$ cat config.mk
export PLATFORM = sky130hd
export DESIGN_NAME = moving_average_filter_core
export DESIGN_NICKNAME = d
export VERILOG_FILES = /design/src/hdl/maf_pkg.sv /design/src/hdl/maf_ram.sv /design/src/hdl/moving_average_filter_core.sv
export SDC_FILE = /design/constraint.sdc
export NUM_CORES = 2
export LEC_CHECK = 0
export BUFFER_PORTS_ARGS = -buffer_cell sky130_fd_sc_hd__buf_4
export CAP_MARGIN = 20
export CORE_AREA = 2 2 333 335
export CTS_CLUSTER_DIAMETER = 200
export CTS_CLUSTER_SIZE = 12
export DETAILED_ROUTE_END_ITERATION = 6
export DIE_AREA = 0 0 335 337
export GPL_TIMING_DRIVEN = 0
export HOLD_SLACK_MARGIN = 0.15
export PLACE_DENSITY = 0.71
export SYNTH_ARGS = -nofsm -noshare
export SYNTH_HDL_FRONTEND = slang
export SYNTH_HIERARCHICAL = 1
export SYNTH_SLANG_ARGS = --single-unit
$ cat constraint.sdc
create_clock -name i_clk -period 10.4 [get_ports i_clk]
set_input_delay 0 -clock i_clk [delete_from_list [all_inputs] [get_ports i_clk]]
set_output_delay 0 -clock i_clk [all_outputs]
set_load 0.03 [all_outputs]
$ cat src/hdl/maf_pkg.sv
// ----------------------------------------------------------------------------
// maf_pkg
// Shared types and codes for the moving average filter core.
// ----------------------------------------------------------------------------
package maf_pkg;

    // Width of the window size register
    localparam int WIN_W = 7;

    // Item kinds carried on the input tuser
    localparam logic OP_PUSH  = 1'b0;
    localparam logic OP_CLEAR = 1'b1;

    typedef logic [WIN_W-1:0] t_win;

endpackage

$ cat src/hdl/maf_ram.sv
// ----------------------------------------------------------------------------
// maf_ram
// Simple dual-port RAM: one write port, one read port, registered read data.
// ----------------------------------------------------------------------------
module maf_ram #(
    parameter int WIDTH = 16,
    parameter int DEPTH = 64,
    localparam int AW   = (DEPTH > 1) ? $clog2(DEPTH) : 1
) (
    input  logic             i_clk,
    input  logic             i_we,
    input  logic [AW-1:0]    i_waddr,
    input  logic [WIDTH-1:0] i_wdata,
    input  logic             i_re,
    input  logic [AW-1:0]    i_raddr,
    output logic [WIDTH-1:0] o_rdata
);

    logic [WIDTH-1:0] r_mem [DEPTH];
    logic [WIDTH-1:0] r_rdata;

    // Write port
    always_ff @(posedge i_clk) begin
        if (i_we) begin
            r_mem[i_waddr] <= i_wdata;
        end
    end

    // Read port, registered read data
    always_ff @(posedge i_clk) begin
        if (i_re) begin
            r_rdata <= r_mem[i_raddr];
        end
    end

    assign o_rdata = r_rdata;

endmodule

$ cat src/hdl/moving_average_filter_core.sv
// ----------------------------------------------------------------------------
// moving_average_filter_core
// Boxcar moving average over a programmable window, samples held in a RAM.
// ----------------------------------------------------------------------------
// One item is processed at a time. A push reads the overwritten sample from
// the RAM on accept, then updates the running sum and writes the new sample
// back, then runs the one-bit-per-cycle divider over all SUM_W bits of the
// sum (SUM_W = SAMPLE_BITS + clog2(window cap)), then saturates and hands
// the result over once the output register is free. A clear item, or any
// item while the window is 0, skips the sum and divider and returns 0. The
// result register frees the input side, so the next item is accepted while
// a result still waits on the output. The window size should only be
// written while no item is in flight; clear the filter after a window
// change. Windows above MAX_WINDOW act as MAX_WINDOW. No clearing pass is
// needed after reset: entries past the fill count read as zero.
// ----------------------------------------------------------------------------
module moving_average_filter_core #(
    parameter int MAX_WINDOW  = 64,
    parameter int SAMPLE_BITS = 16,
    localparam int DW         = ((SAMPLE_BITS + 7) / 8) * 8
) (
    input  logic                    i_clk,
    input  logic                    i_rst_n,
    // configuration
    input  logic                    i_cfg_we,
    input  logic [maf_pkg::WIN_W-1:0] i_cfg_wdata,
    // input items
    input  logic                    i_s_tvalid,
    output logic                    o_s_tready,
    input  logic [DW-1:0]           i_s_tdata,  // [SAMPLE_BITS-1:0] sample
    input  logic                    i_s_tuser,  // [0] op
    // result items
    output logic                    o_m_tvalid,
    input  logic                    i_m_tready,
    output logic [DW-1:0]           o_m_tdata   // [SAMPLE_BITS-1:0] average
);

    localparam int WIN_W = maf_pkg::WIN_W;
    localparam int WMAX  = (1 << WIN_W) - 1;
    localparam int WCAP  = (MAX_WINDOW < WMAX) ? MAX_WINDOW : WMAX;
    localparam int SUM_W = SAMPLE_BITS + $clog2(WCAP);
    localparam int AW    = (WCAP > 1) ? $clog2(WCAP) : 1;
    localparam int PW    = $clog2(WCAP + 1);
    localparam int CW    = $clog2(SUM_W + 1);

    // FSM codes
    localparam logic [2:0] ST_IDLE = 3'd0;
    localparam logic [2:0] ST_UPD  = 3'd1;
    localparam logic [2:0] ST_DIV  = 3'd2;
    localparam logic [2:0] ST_RES  = 3'd3;

    localparam logic [SUM_W-1:0] HI_MAG = SUM_W'({(SAMPLE_BITS-1){1'b1}});
    localparam logic [SUM_W-1:0] LO_MAG = HI_MAG + 1'b1;

    logic [2:0]                    r_state, n_state;
    maf_pkg::t_win                 r_win;
    logic signed [SUM_W-1:0]       r_sum, n_sum;
    logic [PW-1:0]                 r_pos, n_pos;
    logic [PW-1:0]                 r_fill, n_fill;
    logic [PW-1:0]                 r_p;
    logic signed [SAMPLE_BITS-1:0] r_smp;
    maf_pkg::t_win                 r_dvs;
    logic [SUM_W-1:0]              r_quo, n_quo;
    logic [WIN_W-1:0]              r_rem, n_rem;
    logic [CW-1:0]                 r_cnt, n_cnt;
    logic                          r_neg, n_neg;
    logic                          r_zero, n_zero;
    logic                          r_m_valid;
    logic [SAMPLE_BITS-1:0]        r_m_data;

    maf_pkg::t_win                 w_c;
    logic [PW-1:0]                 p_c;
    logic                          in_acc;
    logic                          out_free;
    logic [SAMPLE_BITS-1:0]        rd_data;
    logic signed [SUM_W-1:0]       old_c;
    logic signed [SUM_W-1:0]       sum_c;
    logic [WIN_W:0]                rem_sh;
    logic                          ge;
    logic [WIN_W:0]                rem_sub;
    logic [SUM_W-1:0]              neg_q;
    logic [SAMPLE_BITS-1:0]        res_c;

    // Active window, capped at the store depth
    assign w_c = (r_win > WIN_W'(WCAP)) ? WIN_W'(WCAP) : r_win;

    // Write position wraps before the write once it reaches the window
    assign p_c = (WIN_W'(r_pos) >= w_c) ? '0 : r_pos;

    assign o_s_tready = (r_state == ST_IDLE);
    assign in_acc     = i_s_tvalid && o_s_tready;
    assign out_free   = !r_m_valid || i_m_tready;

    // Sample store
    maf_ram #(
        .WIDTH (SAMPLE_BITS),
        .DEPTH (WCAP)
    ) u_ram (
        .i_clk   (i_clk),
        .i_we    (r_state == ST_UPD),
        .i_waddr (r_p[AW-1:0]),
        .i_wdata (r_smp),
        .i_re    (in_acc),
        .i_raddr (p_c[AW-1:0]),
        .o_rdata (rd_data)
    );

    // Overwritten sample counts only if written since the last clear
    assign old_c = (r_p < r_fill) ? SUM_W'(signed'(rd_data)) : '0;
    assign sum_c = r_sum - old_c + SUM_W'(r_smp);

    // One restoring division step
    assign rem_sh  = {r_rem, r_quo[SUM_W-1]};
    assign ge      = (rem_sh >= {1'b0, r_dvs});
    assign rem_sub = rem_sh - {1'b0, r_dvs};

    // Sign restore and saturation of the quotient
    assign neg_q = SUM_W'(0) - r_quo;
    always_comb begin
        if (r_zero) begin
            res_c = '0;
        end else if (r_neg) begin
            res_c = (r_quo > LO_MAG) ? {1'b1, {(SAMPLE_BITS-1){1'b0}}}
                                     : neg_q[SAMPLE_BITS-1:0];
        end else begin
            res_c = (r_quo > HI_MAG) ? {1'b0, {(SAMPLE_BITS-1){1'b1}}}
                                     : r_quo[SAMPLE_BITS-1:0];
        end
    end

    // Sequencer
    always_comb begin
        n_state = r_state;
        n_sum   = r_sum;
        n_pos   = r_pos;
        n_fill  = r_fill;
        n_quo   = r_quo;
        n_rem   = r_rem;
        n_cnt   = r_cnt;
        n_neg   = r_neg;
        n_zero  = r_zero;
        unique case (r_state)
            ST_IDLE: begin
                if (in_acc) begin
                    if (i_s_tuser == maf_pkg::OP_CLEAR) begin
                        n_sum   = '0;
                        n_pos   = '0;
                        n_fill  = '0;
                        n_zero  = 1'b1;
                        n_state = ST_RES;
                    end else if (w_c == '0) begin
                        n_zero  = 1'b1;
                        n_state = ST_RES;
                    end else begin
                        n_zero  = 1'b0;
                        n_state = ST_UPD;
                    end
                end
            end
            ST_UPD: begin
                n_sum   = sum_c;
                n_pos   = r_p + 1'b1;
                n_fill  = (r_fill < r_p + 1'b1) ? r_p + 1'b1 : r_fill;
                n_neg   = sum_c[SUM_W-1];
                n_quo   = sum_c[SUM_W-1] ? SUM_W'(0) - sum_c : sum_c;
                n_rem   = '0;
                n_cnt   = CW'(SUM_W);
                n_state = ST_DIV;
            end
            ST_DIV: begin
                n_quo = {r_quo[SUM_W-2:0], ge};
                n_rem = ge ? rem_sub[WIN_W-1:0] : rem_sh[WIN_W-1:0];
                n_cnt = r_cnt - 1'b1;
                if (r_cnt == CW'(1)) begin
                    n_state = ST_RES;
                end
            end
            ST_RES: begin
                if (out_free) begin
                    n_state = ST_IDLE;
                end
            end
            default: begin
                n_state = ST_IDLE;
            end
        endcase
    end

    // Control and state registers
    always_ff @(posedge i_clk) begin
        if (!i_rst_n) begin
            r_state   <= ST_IDLE;
            r_win     <= '0;
            r_sum     <= '0;
            r_pos     <= '0;
            r_fill    <= '0;
            r_m_valid <= 1'b0;
        end else begin
            r_state <= n_state;
            r_sum   <= n_sum;
            r_pos   <= n_pos;
            r_fill  <= n_fill;
            if (i_cfg_we) begin
                r_win <= i_cfg_wdata;
            end
            if (r_state == ST_RES && out_free) begin
                r_m_valid <= 1'b1;
            end else if (i_m_tready) begin
                r_m_valid <= 1'b0;
            end
        end
    end

    // Datapath registers
    always_ff @(posedge i_clk) begin
        r_quo  <= n_quo;
        r_rem  <= n_rem;
        r_cnt  <= n_cnt;
        r_neg  <= n_neg;
        r_zero <= n_zero;
        if (in_acc) begin
            r_p   <= p_c;
            r_smp <= signed'(i_s_tdata[SAMPLE_BITS-1:0]);
            r_dvs <= w_c;
        end
        if (r_state == ST_RES && out_free) begin
            r_m_data <= res_c;
        end
    end

    assign o_m_tvalid = r_m_valid;
    assign o_m_tdata  = DW'(r_m_data);

endmodule

==> out/metrics.cfg <==
[sta]
setup_viol = 0
setup_tns_ps = 0
fin_crit_sh = 0.576
finalClockSkew_ps = 27.3
period_needed_ps = 5990
fmax_ghz = 0.167
rsz0062_at_grt = no
finalMaxSlewViolations = 0
maxSlewHeadroom = 0.239
hold_viol = 0
worstMarginPinSlew_ps = 1140

[synth]
synth_edf_count = 1122
yosys_warnings = 6
netlist.area_leader.share = 0.688
post_synth_instance_area_um2 = 48900
synth_ff_type = edfxtp_1
yosys.area.top_type = edfxtp_1
synth_area_leaders = edfxtp_1 69%, mux4_2 10%, mux2i_1 2.0%
synth.yosys.seq_area_share = 0.707
synthCells = 2759
synthesis.nets = 2868
ys_seq_elements = 1168
synth.top_cells.by_count = 1122 x edfxtp_1, 220 x mux4_2, 160 x nor2_1
async_flop_share = 0
synth_most_common_cell = edfxtp_1
avgSynthCellArea_um2 = 17.7
yosysUniqueCellTypes = 88

[floorplan]
initial_core_util = 0.447
fp-row-count = 122
die-area_um2 = 113000
die-height_um = 337
io_pins = 47
core-area_um2 = 110000
dieWidth_um = 335

[cells_and_area]
fillers = 8486
multi_input_area_um2 = 13100
fin_area_um2 = 56500
fin_nets = 3168
area_growth_syn_to_layout_pct = 15.5
ff_latch_area_um2 = 34600
final_layout_size_suffix_gt1_frac = 0.224

[power_and_ir_drop]
p_leak_nw = 18.1
pwr_density_cell_nw_per_um2 = 242
p_switching_mw = 4.31
internal_power_mw = 9.35
power_frac_clock = 0.256
p_sw_frac = 0.316
p_seq_frac = 0.436
vdd_drop_max_uv = 174
combPwrFrac = 0.307

[clocking]
cts_buffers = 107
clockBufferDepth = 3
cts_htree_levels = 3
cts_tree = done
postCtsSetupRepairBufs = 0
cts_resized = 0
clk_latency_ps = 690
cts_root_buf = clkbuf_16
clk_pin_slew_ps = 70
clock-sinks = 1168

[critical_path]
timing.rr.end = r_quo[17]
end_kind = flip-flop
max_stage_delay_ps = 660
r2r_cells = 19
cp.required_ps = 10820
cpMaxStageDelayCell = edfxtp_1
cp_cell_sequence = nand2b_1, a21o_1, a21oi_1, o2111ai_1, a21oi_1, clkbuf_1, and2_1, fa_1, inv_1, ha_1, buf_6, a21o_1, a211o_1, o31ai_4, xor2_1, nand4_1, o41ai_2, xor2_1, o21ai_1
arrival_ps = 6410
worstSetupPathType = flip-flop to flip-flop
rrSetupSlack_ps = 4410
start_kind = flip-flop
crit_fanout = 14
timing.rr.start = r_p[0]

[route]
drc_errors = 1
dr.pass1.iters = 7
drt-initial-drc-count = 3492
viasPerCell = 6.05
finalWirelength_mm = 124
wire_per_inst_um = 27.4
vias = 27400
drtAntennaViolNets = 0

[place]
port_buffers = 44
place.gp.congestion = 0.898
dpl-instance-area_um2 = 53000
dp_hpwl_mm = 84.2

[global_routing]
track_usage = 0.219
grt_pass1_vias = 26800
globalRouteOverflowTotal = 0
antenna_found_initial = 7
grt_max_degree = 39
grt_pass1_wl_mm = 180

[outcome]
status = finished with violations
violations = DRC

[hold_path]
hold_end = o_m_tvalid
min_from = i_m_tready
hp-class = primary input to flip-flop
whs_path_depth = 5

[flow_run]
cap_violations = 0

## cells by family after synthesis
family          count (synthesis)  synth area share
xor+xnor                       45           0.00849
simple gates                  505            0.0512
fa+ha+maj                      80            0.0238
buf+inv                       265            0.0283
compound gates                333            0.0482
flops                        1168             0.707
mux                           363             0.133
## metrics by stage
step                      total power, mW  worst slack [ps]  utilization  std cells  hold slack (ps)
after global placement               9.91              3930        0.466       4229              178
after global routing                 14.3              3950        0.516       4521              249
after floorplan                      8.89              5480            -       2759             98.9
final                                13.7              4410        0.516       4523              230
after detailed placement             10.2              4410        0.484       4318              180
after CTS                            13.7              4400        0.516       4521              160
## sequential cells by signal, indices dropped and copies added (netlist names), 5 cells and up
| name | count |
|---|---|
| r_sum | 22 |
| r_win | 7 |
| r_rem | 7 |
| r_fill | 7 |
| o_m_tdata | 16 |
| r_cnt | 5 |
| u_ram/r_mem | 1024 |
| r_dvs | 7 |
| r_p | 7 |
| r_smp | 16 |
| r_pos | 7 |
| u_ram/o_rdata | 16 |
| r_quo | 22 |
## worst max-delay path by stage
stage / start / end / cells after the start
global placement: r_smp[15] / r_quo[20] / 13
floorplan: r_p[0] / r_quo[20] / 17
global route: r_p[0] / r_quo[17] / 20
CTS: r_p[0] / r_quo[17] / 19
finish: r_p[0] / r_quo[17] / 19
detailed placement: r_p[0] / r_quo[17] / 19
## layer usage
metal / share of wire / vias to the layer above / track usage
li1: - / 11500 / -
met1: 0.39 / 14000 / 0.294
met2: 0.47 / 1574 / 0.353
met3: 0.10 / 289 / 0.0491
met4: 0.039 / 8 / 0.0772
met5: 0.00050 / - / 0
## critical path: cells and delay by family, from the launching register on
kind / cells / cell delay [ps]
AO/OA/AOI/OAI: 9 / 2400
AND/OR/NAND/NOR: 3 / 800
XOR/XNOR: 2 / 670
flip-flops: 1 / 660
adder cells (fa/ha/maj): 2 / 620
buffers and inverters: 3 / 540
## cell type report
class,count,share of cell area
inverters,120,0.00797
diodes,2,0.0000885
clock inverters,7,0.00199
multi-input cells,1326,0.232
well taps,1426,0.0316
flip-flops and latches,1168,0.612
clock buffers,138,0.0498
plain buffers,145,0.0165
repair buffers,191,0.0479
## repair_timing
item	4_1_cts	5_1_grt
endpoints found under the hold margin	78	0
hold buffers	58	0
endpoints found under the setup margin	0	0
## power by group through the flow
stage               registers [mW]  clock network, mW  logic [mW]
finish                        5.96               3.50        4.20
global placement              6.32                  0        3.59
floorplan                     6.10                  0        2.80
detailed placement            6.05                  0        4.15
CTS                           5.96               3.55        4.19
global route                  5.98               3.73        4.62
## cell usage in the layout (no fill, tap or decap), types with 10 or more instances in the layout
| cell | netlist | routed |
|---|---|---|
| buf_8 | 3 | 43 |
| a21oi_1 | 76 | 76 |
| dfxtp_1 | 46 | 46 |
| nor2b_1 | 41 | 41 |
| edfxtp_1 | 1122 | 1122 |
| a22oi_1 | 54 | 54 |
| nand3_1 | 46 | 46 |
| nand2_1 | 114 | 114 |
| buf_4 | 14 | 60 |
| mux2_2 | 39 | 39 |
| ha_1 | 58 | 58 |
| clkbuf_16 | 0 | 108 |
| dlygate4sd3_1 | 0 | 58 |
| mux2i_1 | 100 | 100 |
| buf_16 | 0 | 39 |
| o21ai_1 | 10 | 10 |
| clkbuf_1 | 53 | 83 |
| xnor2_1 | 26 | 26 |
| nand4_1 | 21 | 21 |
| and2_1 | 29 | 28 |
| fa_1 | 22 | 22 |
| nor3_1 | 23 | 21 |
| a21o_1 | 17 | 17 |
| a31oi_1 | 18 | 18 |
| a221oi_1 | 19 | 19 |
| nor2_1 | 160 | 99 |
| nor2_2 | 2 | 63 |
| o21ai_0 | 36 | 36 |
| inv_1 | 117 | 117 |
| a211oi_1 | 17 | 16 |
| a311oi_1 | 10 | 10 |
| xor2_1 | 17 | 17 |
| buf_2 | 39 | 39 |
| or3_1 | 13 | 13 |
| mux4_2 | 220 | 220 |
| buf_6 | 22 | 28 |
Note: power is estimated with default switching activity, not from simulation.
